<file path="src/hdl/wra_pkg.sv">
// ----------------------------------------------------------------------------
// wra_pkg: shared constants of the windowed running average
// Field widths, the register reset value and parameter defaults.
// ----------------------------------------------------------------------------
package wra_pkg;

   localparam int SAMPLE_WIDTH       = 32;
   localparam int WINDOW_FIELD_WIDTH = 6;
   localparam int MAX_WINDOW_DEFAULT = 32;

   localparam logic [WINDOW_FIELD_WIDTH-1:0] WINDOW_RESET = WINDOW_FIELD_WIDTH'(20);

   typedef logic signed [SAMPLE_WIDTH-1:0] sample_type;

endpackage

</file>
<file path="src/hdl/windowed_running_average.sv">
// ----------------------------------------------------------------------------
// windowed_running_average: moving-average filter over a sample window
// Keeps the most recent samples in a ring, a running sum and a fill count,
// and returns the sum divided by the fill count, truncated toward zero.
// ----------------------------------------------------------------------------
// Usage:
// Samples enter on the req_ stream channel and one average per sample leaves
// on the rsp_ channel, in order. The window size is written through csr_,
// by the user only while the block is idle; the block does not enforce this.
// A write clears the held samples, as reset does. A value of zero acts as
// one, a value above MAX_WINDOW as MAX_WINDOW. Each sample runs through a
// bit-serial adder that updates the running sum and a restoring divider that
// yields one quotient bit per cycle. A new sample is taken only once the
// last one's average is done and registered. The result sits in an output
// register, so the next sample is accepted while the receiver stalls; if the
// receiver still holds off when that sample is done, the block waits with it.
// Reset clears the state, loads the window size 20 and needs no clearing
// pass: ring slots not yet written this fill read as zero by the fill count.
// ----------------------------------------------------------------------------
module windowed_running_average
   import wra_pkg::*;
#(
   parameter int MAX_WINDOW = MAX_WINDOW_DEFAULT
) (
   input  logic                          clock,
   input  logic                          reset,
   // req_tdata: sample [31:0]
   input  logic                          req_tvalid,
   output logic                          req_tready,
   input  logic signed [SAMPLE_WIDTH-1:0] req_tdata,
   // rsp_tdata: average [31:0]
   output logic                          rsp_tvalid,
   input  logic                          rsp_tready,
   output logic signed [SAMPLE_WIDTH-1:0] rsp_tdata,
   input  logic                          csr_wr_en,
   input  logic [WINDOW_FIELD_WIDTH-1:0] csr_wr_data
);

   localparam int CNT_WIDTH  = $clog2(MAX_WINDOW + 1);
   localparam int SLOT_WIDTH = (MAX_WINDOW > 1) ? $clog2(MAX_WINDOW) : 1;
   localparam int CMP_WIDTH  = (CNT_WIDTH > WINDOW_FIELD_WIDTH) ? CNT_WIDTH
                                                                 : WINDOW_FIELD_WIDTH;
   localparam int SUM_WIDTH  = SAMPLE_WIDTH + $clog2(MAX_WINDOW);
   localparam int CTR_WIDTH  = $clog2(SUM_WIDTH);

   localparam logic [CTR_WIDTH-1:0] LAST_BIT = CTR_WIDTH'(SUM_WIDTH - 1);

   localparam logic [2:0] ST_IDLE = 3'd0;
   localparam logic [2:0] ST_LOAD = 3'd1;
   localparam logic [2:0] ST_ADD  = 3'd2;
   localparam logic [2:0] ST_ABS  = 3'd3;
   localparam logic [2:0] ST_DIV  = 3'd4;
   localparam logic [2:0] ST_DONE = 3'd5;

   logic [2:0]                    state_ff, state_in;
   logic [WINDOW_FIELD_WIDTH-1:0] window_ff;
   logic [CNT_WIDTH-1:0]          fill_ff;
   logic [SLOT_WIDTH-1:0]         slot_ff;
   logic [CTR_WIDTH-1:0]          ctr_ff;
   logic [SUM_WIDTH-1:0]          sum_ff;
   logic [SAMPLE_WIDTH-1:0]       new_ff;
   logic [SAMPLE_WIDTH-1:0]       old_ff;
   logic [SAMPLE_WIDTH-1:0]       ring_rd_ff;
   logic                          carry_a_ff;
   logic                          carry_b_ff;
   logic [SUM_WIDTH-1:0]          quot_ff;
   logic [CNT_WIDTH-1:0]          rem_ff;
   logic                          neg_ff;
   logic                          rsp_valid_ff;
   logic [SAMPLE_WIDTH-1:0]       rsp_data_ff;

   logic [SAMPLE_WIDTH-1:0] ring_mem [MAX_WINDOW];

   logic                 accept;
   logic                 out_free;
   logic [CMP_WIDTH-1:0] window_ext;
   logic [CMP_WIDTH-1:0] eff_ext;
   logic [CNT_WIDTH-1:0] eff_window;
   logic [CNT_WIDTH-1:0] slot_next;
   logic                 add_a, add_b;
   logic                 carry_a_in, carry_b_in;
   logic [CNT_WIDTH:0]   trial;
   logic                 trial_fits;
   logic [SAMPLE_WIDTH-1:0] quot_low;

   assign accept     = req_tvalid && req_tready;
   assign out_free   = !rsp_valid_ff || rsp_tready;
   assign req_tready = (state_ff == ST_IDLE);
   assign rsp_tvalid = rsp_valid_ff;
   assign rsp_tdata  = rsp_data_ff;

   // Clamp the window register into the range the ring supports.
   always_comb begin
      window_ext = CMP_WIDTH'(window_ff);
      if (window_ext == '0) begin
         eff_ext = CMP_WIDTH'(1);
      end else if (window_ext > CMP_WIDTH'(MAX_WINDOW)) begin
         eff_ext = CMP_WIDTH'(MAX_WINDOW);
      end else begin
         eff_ext = window_ext;
      end
      eff_window = eff_ext[CNT_WIDTH-1:0];
      slot_next  = CNT_WIDTH'(slot_ff) + CNT_WIDTH'(1);
   end

   // Serial sum - old + new: first add the new bit, then add the inverted old
   // bit with a carry that starts at one.
   always_comb begin
      add_a      = sum_ff[0] ^ new_ff[0] ^ carry_a_ff;
      carry_a_in = (sum_ff[0] & new_ff[0]) | (sum_ff[0] & carry_a_ff)
                 | (new_ff[0] & carry_a_ff);
      add_b      = add_a ^ ~old_ff[0] ^ carry_b_ff;
      carry_b_in = (add_a & ~old_ff[0]) | (add_a & carry_b_ff)
                 | (~old_ff[0] & carry_b_ff);
   end

   always_comb begin
      trial      = {rem_ff, quot_ff[SUM_WIDTH-1]};
      trial_fits = (trial >= {1'b0, fill_ff});
      quot_low   = quot_ff[SAMPLE_WIDTH-1:0];
   end

   always_comb begin
      state_in = state_ff;
      unique case (state_ff)
         ST_IDLE: begin
            if (accept) state_in = ST_LOAD;
         end
         ST_LOAD: state_in = ST_ADD;
         ST_ADD: begin
            if (ctr_ff == LAST_BIT) state_in = ST_ABS;
         end
         ST_ABS: state_in = ST_DIV;
         ST_DIV: begin
            if (ctr_ff == LAST_BIT) state_in = ST_DONE;
         end
         ST_DONE: begin
            if (out_free) state_in = ST_IDLE;
         end
         default: state_in = ST_IDLE;
      endcase
   end

   always_ff @(posedge clock) begin
      if (reset) begin
         state_ff     <= ST_IDLE;
         window_ff    <= WINDOW_RESET;
         fill_ff      <= '0;
         slot_ff      <= '0;
         sum_ff       <= '0;
         rsp_valid_ff <= 1'b0;
      end else begin
         state_ff <= state_in;

         // A finished average replaces the one that leaves in this cycle.
         if (state_ff == ST_DONE && out_free) begin
            rsp_valid_ff <= 1'b1;
         end else if (rsp_tready) begin
            rsp_valid_ff <= 1'b0;
         end

         // A window write restarts the filter from an empty ring.
         if (csr_wr_en) begin
            window_ff <= csr_wr_data;
            fill_ff   <= '0;
            slot_ff   <= '0;
            sum_ff    <= '0;
         end else begin
            case (state_ff)
               ST_LOAD: begin
                  if (slot_next >= eff_window) begin
                     slot_ff <= '0;
                  end else begin
                     slot_ff <= slot_next[SLOT_WIDTH-1:0];
                  end
                  if (fill_ff < eff_window) fill_ff <= fill_ff + CNT_WIDTH'(1);
               end
               ST_ADD: sum_ff <= {add_b, sum_ff[SUM_WIDTH-1:1]};
               default: ;
            endcase
         end
      end
   end

   always_ff @(posedge clock) begin
      case (state_ff)
         ST_IDLE: begin
            new_ff <= req_tdata;
         end
         ST_LOAD: begin
            // Slots not yet written since the last clear are read as zero.
            old_ff     <= (fill_ff < eff_window) ? '0 : ring_rd_ff;
            ctr_ff     <= '0;
            carry_a_ff <= 1'b0;
            carry_b_ff <= 1'b1;
         end
         ST_ADD: begin
            new_ff     <= {new_ff[SAMPLE_WIDTH-1], new_ff[SAMPLE_WIDTH-1:1]};
            old_ff     <= {old_ff[SAMPLE_WIDTH-1], old_ff[SAMPLE_WIDTH-1:1]};
            carry_a_ff <= carry_a_in;
            carry_b_ff <= carry_b_in;
            ctr_ff     <= ctr_ff + CTR_WIDTH'(1);
         end
         ST_ABS: begin
            neg_ff  <= sum_ff[SUM_WIDTH-1];
            quot_ff <= sum_ff[SUM_WIDTH-1] ? (~sum_ff + SUM_WIDTH'(1)) : sum_ff;
            rem_ff  <= '0;
            ctr_ff  <= '0;
         end
         ST_DIV: begin
            if (trial_fits) begin
               rem_ff <= CNT_WIDTH'(trial - {1'b0, fill_ff});
            end else begin
               rem_ff <= trial[CNT_WIDTH-1:0];
            end
            quot_ff <= {quot_ff[SUM_WIDTH-2:0], trial_fits};
            ctr_ff  <= ctr_ff + CTR_WIDTH'(1);
         end
         ST_DONE: begin
            if (out_free) begin
               rsp_data_ff <= neg_ff ? (~quot_low + SAMPLE_WIDTH'(1)) : quot_low;
            end
         end
         default: ;
      endcase
   end

   // Sample ring: the old entry is read as the new one is written.
   always_ff @(posedge clock) begin
      if (accept) begin
         ring_mem[slot_ff] <= req_tdata;
         ring_rd_ff        <= ring_mem[slot_ff];
      end
   end

`ifndef SYNTHESIS
   assert property (@(posedge clock) disable iff (reset)
      fill_ff <= eff_window)
      else $error("fill count exceeds the window");

   assert property (@(posedge clock) disable iff (reset)
      (fill_ff < eff_window) |-> (CNT_WIDTH'(slot_ff) == fill_ff))
      else $error("write slot and fill count disagree while filling");

   assert property (@(posedge clock) disable iff (reset)
      accept |=> (state_ff == ST_LOAD))
      else $error("accepted sample did not start the update");

   assert property (@(posedge clock) disable iff (reset)
      (state_ff == ST_ADD && ctr_ff == LAST_BIT) |=> (state_ff == ST_ABS))
      else $error("serial sum update ran the wrong number of cycles");

   assert property (@(posedge clock) disable iff (reset)
      (state_ff == ST_DONE && out_free) |=> rsp_valid_ff)
      else $error("finished average was not presented");
`endif

endmodule

</file>
<file path="config.mk">
export PLATFORM = sky130hd
export DESIGN_NAME = windowed_running_average
export DESIGN_NICKNAME = d
export VERILOG_FILES = /design/src/hdl/wra_pkg.sv /design/src/hdl/windowed_running_average.sv
export SDC_FILE = /design/constraint.sdc
export NUM_CORES = 1
export LEC_CHECK = 0
export ABC_CLOCK_PERIOD_IN_PS = 4900
export BUFFER_PORTS_ARGS = -buffer_cell sky130_fd_sc_hd__buf_2
export CAP_MARGIN = 20
export CORE_MARGIN = 1.5
export CORE_UTILIZATION = 30
export DETAILED_ROUTE_END_ITERATION = 8
export MAX_ROUTING_LAYER = met4
export PLACE_DENSITY = 0.53
export SLEW_MARGIN = 20
export SYNTH_ARGS = -nofsm -noshare
export SYNTH_HDL_FRONTEND = slang
export SYNTH_SLANG_ARGS = --single-unit
</file>
<file path="constraint.sdc">
create_clock -name clock -period 4.9 [get_ports clock]
set_clock_uncertainty 0.05 [all_clocks]
set_input_delay 0.49 -clock clock [delete_from_list [all_inputs] [get_ports clock]]
set_output_delay 0.49 -clock clock [all_outputs]
set_load 0.02 [all_outputs]
</file>
==> results of run 1 <==
==> critical path, stage by stage, from the launching register on <==
cell and delay (ns):
dfxtp_1 0.47, nor3_1 0.38, and2_2 0.66, nand2_1 0.67, nor2_4 0.89, buf_4 0.36
==> worst max-delay path by stage <==
stage / start / depth (start not counted) / to / slack, ns
after global placement: state_ff[2] / 5 / ring_mem[24][25] / 1.13
after global routing: state_ff[0] / 5 / ring_mem[25][19] / 0.97
after CTS: state_ff[2] / 5 / ring_mem[25][19] / 1.06
after detailed placement: state_ff[2] / 5 / ring_mem[21][11] / 1.08
after floorplan: state_ff[2] / 6 / ring_mem[0][0] / 0.31
final: state_ff[0] / 5 / ring_mem[25][15] / 1.08
==> state kept, by name, indices dropped and copies added, names as in the netlist, 32 cells and up <==
register,flops
new_ff,32
old_ff,32
quot_ff,37
ring_mem,1024
ring_rd_ff,32
rsp_tdata,32
sum_ff,37
==> logic make-up after synthesis <==
| logic type | after synthesis | synth area share, % |
|---|---|---|
| AO/OA/AOI/OAI | 325 | 4.293 |
| buffers and inverters | 167 | 1.272 |
| AND/OR/NAND/NOR | 522 | 4.676 |
| XOR/XNOR | 78 | 1.386 |
| flip-flops | 1262 | 75.71 |
| multiplexers | 264 | 11.86 |
| adder cells (fa/ha/maj) | 30 | 0.8022 |
==> synth_stat cells (6+ instances only) <==
cell type / n
a21oi_1: 61
a22oi_1: 128
and2_1: 6
buf_1: 23
clkbuf_1: 122
dfxtp_1: 58
edfxtp_1: 1204
ha_1: 26
inv_1: 22
mux2i_1: 8
mux4_2: 256
nand2_1: 307
nand2b_1: 11
nand3_1: 11
nand4_1: 35
nor2_1: 86
nor2b_1: 8
nor3_1: 16
o21ai_0: 85
o31ai_1: 22
o41ai_1: 8
or3_1: 8
or4_1: 9
xnor2_1: 42
xor2_1: 36
==> power by group through the flow <==
stage / registers, mW / clock network (mW) / logic (mW)
after floorplan: 12.5 / 0 / 0.822
after CTS: 12.4 / 9.96 / 1.43
after global routing: 12.4 / 10.4 / 1.52
final: 12.4 / 9.75 / 1.38
after detailed placement: 12.6 / 0 / 1.42
after global placement: 12.6 / 0 / 1.41
==> repair_timing <==
action                                 CTS  global route
endpoints found under the hold margin    6             0
hold buffers                             6             0
setup endpoints to repair                0             0
==> layer usage <==
metal | wire length (um) | vias to the layer above | part of all wire [%]
met5 | 0 | - | 0
met4 | 3703 | 0 | 2.9
met3 | 6082 | 164 | 4.8
met2 | 61470 | 662 | 49
met1 | 55350 | 13110 | 44
li1 | - | 10930 | -
==> per-stage QoR <==
| step | worst slack (ns) | utilization (%) | hold slack, ns | total power, mW | cells |
|---|---|---|---|---|---|
| 3_5_place_dp | 1.081 | 32.39 | 0.4054 | 14.01 | 4827 |
| 3_3_place_gp | 1.126 | 32.39 | 0.3961 | 14.00 | 4827 |
| 6_report | 1.084 | 34.97 | 0.01201 | 23.50 | 5068 |
| 2_1_floorplan | 0.3090 | - | 0.3698 | 13.34 | 2648 |
| 4_1_cts | 1.061 | 34.97 | 0.001477 | 23.75 | 5065 |
| 5_1_grt | 0.9719 | 34.97 | 0.02290 | 24.27 | 5066 |
==> cell type report <==
class | instances | area (um2) | area share, %
Tap cell | 2175 | 2721 | 4.775
Clock inverter | 72 | 739.5 | 1.298
Antenna cell | 3 | 7.507 | 0.01317
Inverter | 22 | 82.58 | 0.1449
Multi-Input combinational cell | 1219 | 11650 | 20.45
Sequential cell | 1262 | 37320 | 65.49
Timing Repair Buffer | 155 | 1064 | 1.866
Clock buffer | 160 | 3397 | 5.961
==> results.json, run 1 <==
{
  "fin_nets": 2862,
  "crit_required_ns": 5.30,
  "synth_area_leaders": "edfxtp_1, mux4_2, dfxtp_1",
  "status": "finished clean",
  "combPwrFrac_pct": 5.9,
  "cp-end-kind": "flop",
  "min_to": "window_ext[1]",
  "slew_violations": 0,
  "hold_viol_final": 0,
  "grt_pass1_vias": 24980,
  "track_usage_pct": 15.51,
  "tightest_slew_ns": 1.082,
  "die_h_um": 408.3,
  "p_int_mw": 18.12,
  "grt_util_met2_pct": 24.58,
  "critPathKind": "reg2reg",
  "top_usage_layer": "met2",
  "grt_overflow": 0,
  "hold_depth": 3,
  "ant_nets": 0,
  "core_mm2": 0.1630,
  "critPathLaunchType": "flop",
  "maxCapViolCount": 0,
  "synth_top_area_share_pct": 73.35,
  "cp.arrival_ns": 4.22,
  "synth_top_flop_cell": "edfxtp_1",
  "pwr-share-seq_pct": 52.6,
  "cts-htree-levels": 4,
  "setup_viol": 0,
  "cts_tree": "done",
  "async_reset_ff_share_pct": 0,
  "ctsResizeCount": 0,
  "fmax_mhz": 262.1,
  "worst_slew_margin_rel_pct": 27.61,
  "start_util_pct": 30.25,
  "rr_worst_depth": 5,
  "num_rows": 148,
  "layout_common_cells": "edfxtp_1, nand2_1, mux4_2",
  "use_met3_pct": 2.786,
  "r2r_slack_ns": 1.08,
  "synth_area_leader_cell": "edfxtp_1",
  "area_growth_pct": 15.63,
  "numCtsBuffers": 130,
  "clock-root-buffer": "clkbuf_16",
  "r2r_end": "ring_mem[25][15]",
  "clockBufferDepth": 3,
  "synth_cell_types": 50,
  "swShare_pct": 22.91,
  "syn_nets": 2720,
  "powerDensity_mw_per_mm2": 412.4,
  "finalInstanceArea_mm2": 0.05699,
  "clock_latency_ns": 0.76,
  "avgSynthCellArea_um2": 18.61,
  "routabilityCongestion": 0.8090,
  "p_sw_mw": 5.384,
  "finalCriticalPeriod_ns": 3.816,
  "hpwl_um": 78680,
  "num_io_pins": 77,
  "cts_setup_buffers": 0,
  "cp_max_fo": 21,
  "synth_enable_flop_cells": 1204,
  "path_clk_slew_ns": 0.06,
  "drt-wirelength-per-cell_um": 24.98,
  "pwr-share-clk_pct": 41.5,
  "grt_antenna_before_repair": 6,
  "fin_crit_sh_pct": 77.87,
  "final_common_cell": "edfxtp_1",
  "wl_um": 126600,
  "grt_pass1_wl_um": 182500,
  "syn_area_mm2": 0.04929,
  "drtIter0Drc": 2455,
  "synth_warnings": 0,
  "setup-tns-final_ns": 0,
  "grt_max_degree": 76,
  "reg2reg_from": "state_ff[0]",
  "peakVddDrop_v": 0.0003261,
  "leakagePower_nw": 17.59,
  "clkSinkCount": 1262,
  "hold_class": "in2reg",
  "port_buffers": 76,
  "synthCells": 2648,
  "placed_cell_area_mm2": 0.05279,
  "rsz0062_at_grt": "false",
  "remaining_drc_errors": 0,
  "die_area_mm2": 0.1667,
  "first_pass_iters": 5,
  "ys_seq_area_share_pct": 75.71,
  "ys_ff_latch": 1262,
  "drive_gt1_share_pct": 22.63,
  "vias_per_cell": 4.905,
  "hp-start": "csr_wr_data[1]",
  "vias": 24860,
  "fillCellCount": 15310,
  "grt.met1_usage_pct": 20.16,
  "fp.dieW_um": 408.3
}
No activity file was read; power rests on OpenSTA's default activity.
==> inputs of run 2 (changes only) <==
Settings changed: ABC_AREA from default to 1, ABC_CLOCK_PERIOD_IN_PS 4900 to 3500, PLACE_DENSITY 0.53 to 0.55.
Clock period 4.9 ns to 3.5 ns, I/O delays scaled along.
==> run 2 against run 1 <==
Net effect: worst setup slack got worse by 0.46 ns; core utilization increased by 0.077 points; sequential power grew 47%; critical endpoint is now ring_mem[24][20]; largest power group unchanged; non-clock buffer count up 47.
==> results.json, run 2 <==
{
  "synthCells": 4158,
  "slew_violations": 0,
  "largest-register": "ring_mem",
  "routabilityCongestion": 0.8503,
  "grt_antenna_before_repair": 5,
  "peakVddDrop_v": 0.0004679,
  "port_buffers": 76,
  "crit_required_ns": 3.92,
  "synth_cell_types": 40,
  "slowest_stage": "nor2_4",
  "numCtsBuffers": 136,
  "hold_class": "in2reg",
  "fin_nets": 4326,
  "critPathLaunchType": "flop",
  "start_util_pct": 30.22,
  "drive_gt1_share_pct": 9.796,
  "path_clk_slew_ns": 0.06,
  "rsz0062_at_grt": "false",
  "synth_warnings": 0,
  "setup-tns-final_ns": 0,
  "synth_area_leader_cell": "edfxtp_1",
  "critPathTopFamily": "buffers and inverters",
  "die_h_um": 416.4,
  "hold_viol_final": 0,
  "vias_per_cell": 5.086,
  "grt_overflow": 0,
  "dpl.cell_count": 6315,
  "ys_ff_latch": 1262,
  "cts_tree": "done",
  "place_ws_ns": 0.6555,
  "syn_area_mm2": 0.05128,
  "worst_slack_ns": 0.6257,
  "cp_max_fo": 23,
  "grt_max_degree": 166,
  "tightest_slew_ns": 1.012,
  "remaining_drc_errors": 0,
  "status": "finished clean",
  "clock-root-buffer": "clkbuf_16",
  "synth_enable_flop_cells": 1204,
  "fp.dieW_um": 416.4,
  "crit_path_frequent_cell": "buf_4",
  "clockBufferDepth": 3,
  "clkSinkCount": 1262,
  "first_pass_iters": 5,
  "syn_nets": 4230,
  "path_cells": "inv_1 > nand2_1 > nor2_4 > buf_4 > nand2_1 > buf_4 > nor2_4 > buf_4",
  "wl_um": 145800,
  "layout_common_cells": "edfxtp_1, nor2_1, nand2_1",
  "worst_slew_margin_rel_pct": 32.55,
  "synth_most_common_cell": "edfxtp_1",
  "fin_cells": 6579,
  "avgSynthCellArea_um2": 12.33,
  "fillCellCount": 16430,
  "leakagePower_nw": 20.29,
  "vias": 33460,
  "r2r_slack_ns": 0.63,
  "core_mm2": 0.1697,
  "async_reset_ff_share_pct": 0,
  "grt_pass1_vias": 32820,
  "area_growth_pct": 15.96,
  "final_common_cell": "edfxtp_1",
  "num_rows": 151,
  "cp-end-kind": "flop",
  "die_area_mm2": 0.1734,
  "powerDensity_mw_per_mm2": 629.8,
  "clock_latency_ns": 0.79,
  "fin_crit_sh_pct": 82.12,
  "num_io_pins": 77,
  "hpwl_um": 84180,
  "synth_top_flop_cell": "edfxtp_1",
  "ys_seq_area_share_pct": 72.77,
  "total_power_mw": 37.45,
  "setup_viol": 0,
  "ctsResizeCount": 0,
  "ant_nets": 0,
  "synth_area_leaders": "edfxtp_1, nor2_1, o21ai_0",
  "fmax_mhz": 347.9,
  "cts-htree-levels": 4,
  "drtIter0Drc": 3555,
  "maxCapViolCount": 0,
  "drt-wirelength-per-cell_um": 22.16,
  "crit_path_max_incr_delay_ns": 0.46,
  "finalCriticalPeriod_ns": 2.874,
  "critPathKind": "reg2reg",
  "grt_pass1_wl_um": 217700,
  "path_buf_inv": 4,
  "synth_top_area_share_pct": 70.51,
  "track_usage_pct": 17.15,
  "yosys-top-cells-count": "edfxtp_1, nor2_1, nand2_1",
  "cp.arrival_ns": 3.29,
  "top_regs": "ring_mem: 1024 flops, quot_ff: 37 flops, sum_ff: 37 flops",
  "largest_register_ffs": 1024
}
run 2: cell types whose count changed in the layout (fill, tap and decap cells not counted), sizes merged, moves of 34 or more:
cell / change
inv: +126
nand2: +156
o22ai: +254
a22o: +117
nand3: +95
buf: +34
nor2: +651
xnor2: -38
mux4: -256
a22oi: -128
o21ai: +518
run 2: cells by family after synthesis:
kind of cell / count (synthesis) / share of synthesized area, %
adder cells (fa/ha/maj): 29 / 0.7515
buffers and inverters: 400 / 3.250
AO/OA/AOI/OAI: 1056 / 11.87
flip-flops: 1262 / 72.77
AND/OR/NAND/NOR: 1361 / 10.51
XOR/XNOR: 50 / 0.8540
run 2: layer usage:
metal | part of all wire [%] | global-route usage [%]
met1 | 45 | 23.35
met4 | 2.5 | 4.799
met3 | 6.7 | 2.979
met2 | 46 | 26.32
met5 | 0 | -
run 2: final cells by class:
type | instances | area [um2] | area share (%)
flip-flops and latches | 1262 | 37320 | 62.77
repair buffers | 202 | 1774 | 2.984
clock inverters | 67 | 726.9 | 1.222
diodes | 2 | 5.005 | 0.008416
clock buffers | 176 | 3626 | 6.098
multi-input cells | 2496 | 12620 | 21.23
well taps | 2218 | 2775 | 4.667
inverters | 156 | 609.3 | 1.025
run 2: where the power goes:
part	switching (mW)	leakage, nW	internal, mW	total [mW]
clock	6.11	2.10	7.93	14.0
combinational	3.80	6.80	1.36	5.17
sequential	0.440	11.4	17.8	18.2
total	10.4	20.3	27.1	37.5
run 2: path summary, 6_finish.rpt:
kind                                          to         start  cells after the start
worst max-delay path            ring_mem[24][20]   state_ff[2]                      8
worst min-delay path             ring_mem[17][0]  req_tdata[0]                      1
worst max register to register  ring_mem[24][20]   state_ff[2]                      8
worst min register to register         new_ff[0]     new_ff[1]                      2
run 2: stage by stage:
step	instance area [um2]	util (%)	hold WS, ns
floorplan	51360	-	0.3691
global placement	54920	32.37	0.4376
detailed placement	54920	32.37	0.4390
CTS	59460	35.05	0.02739
global route	59460	35.05	0.07670
finish	59460	35.05	0.07648
run 2: timing repair:
item                                   4_1_cts  5_1_grt
buffers inserted                             0        0
hold buffers                                19        0
endpoints found under the hold margin       10        0
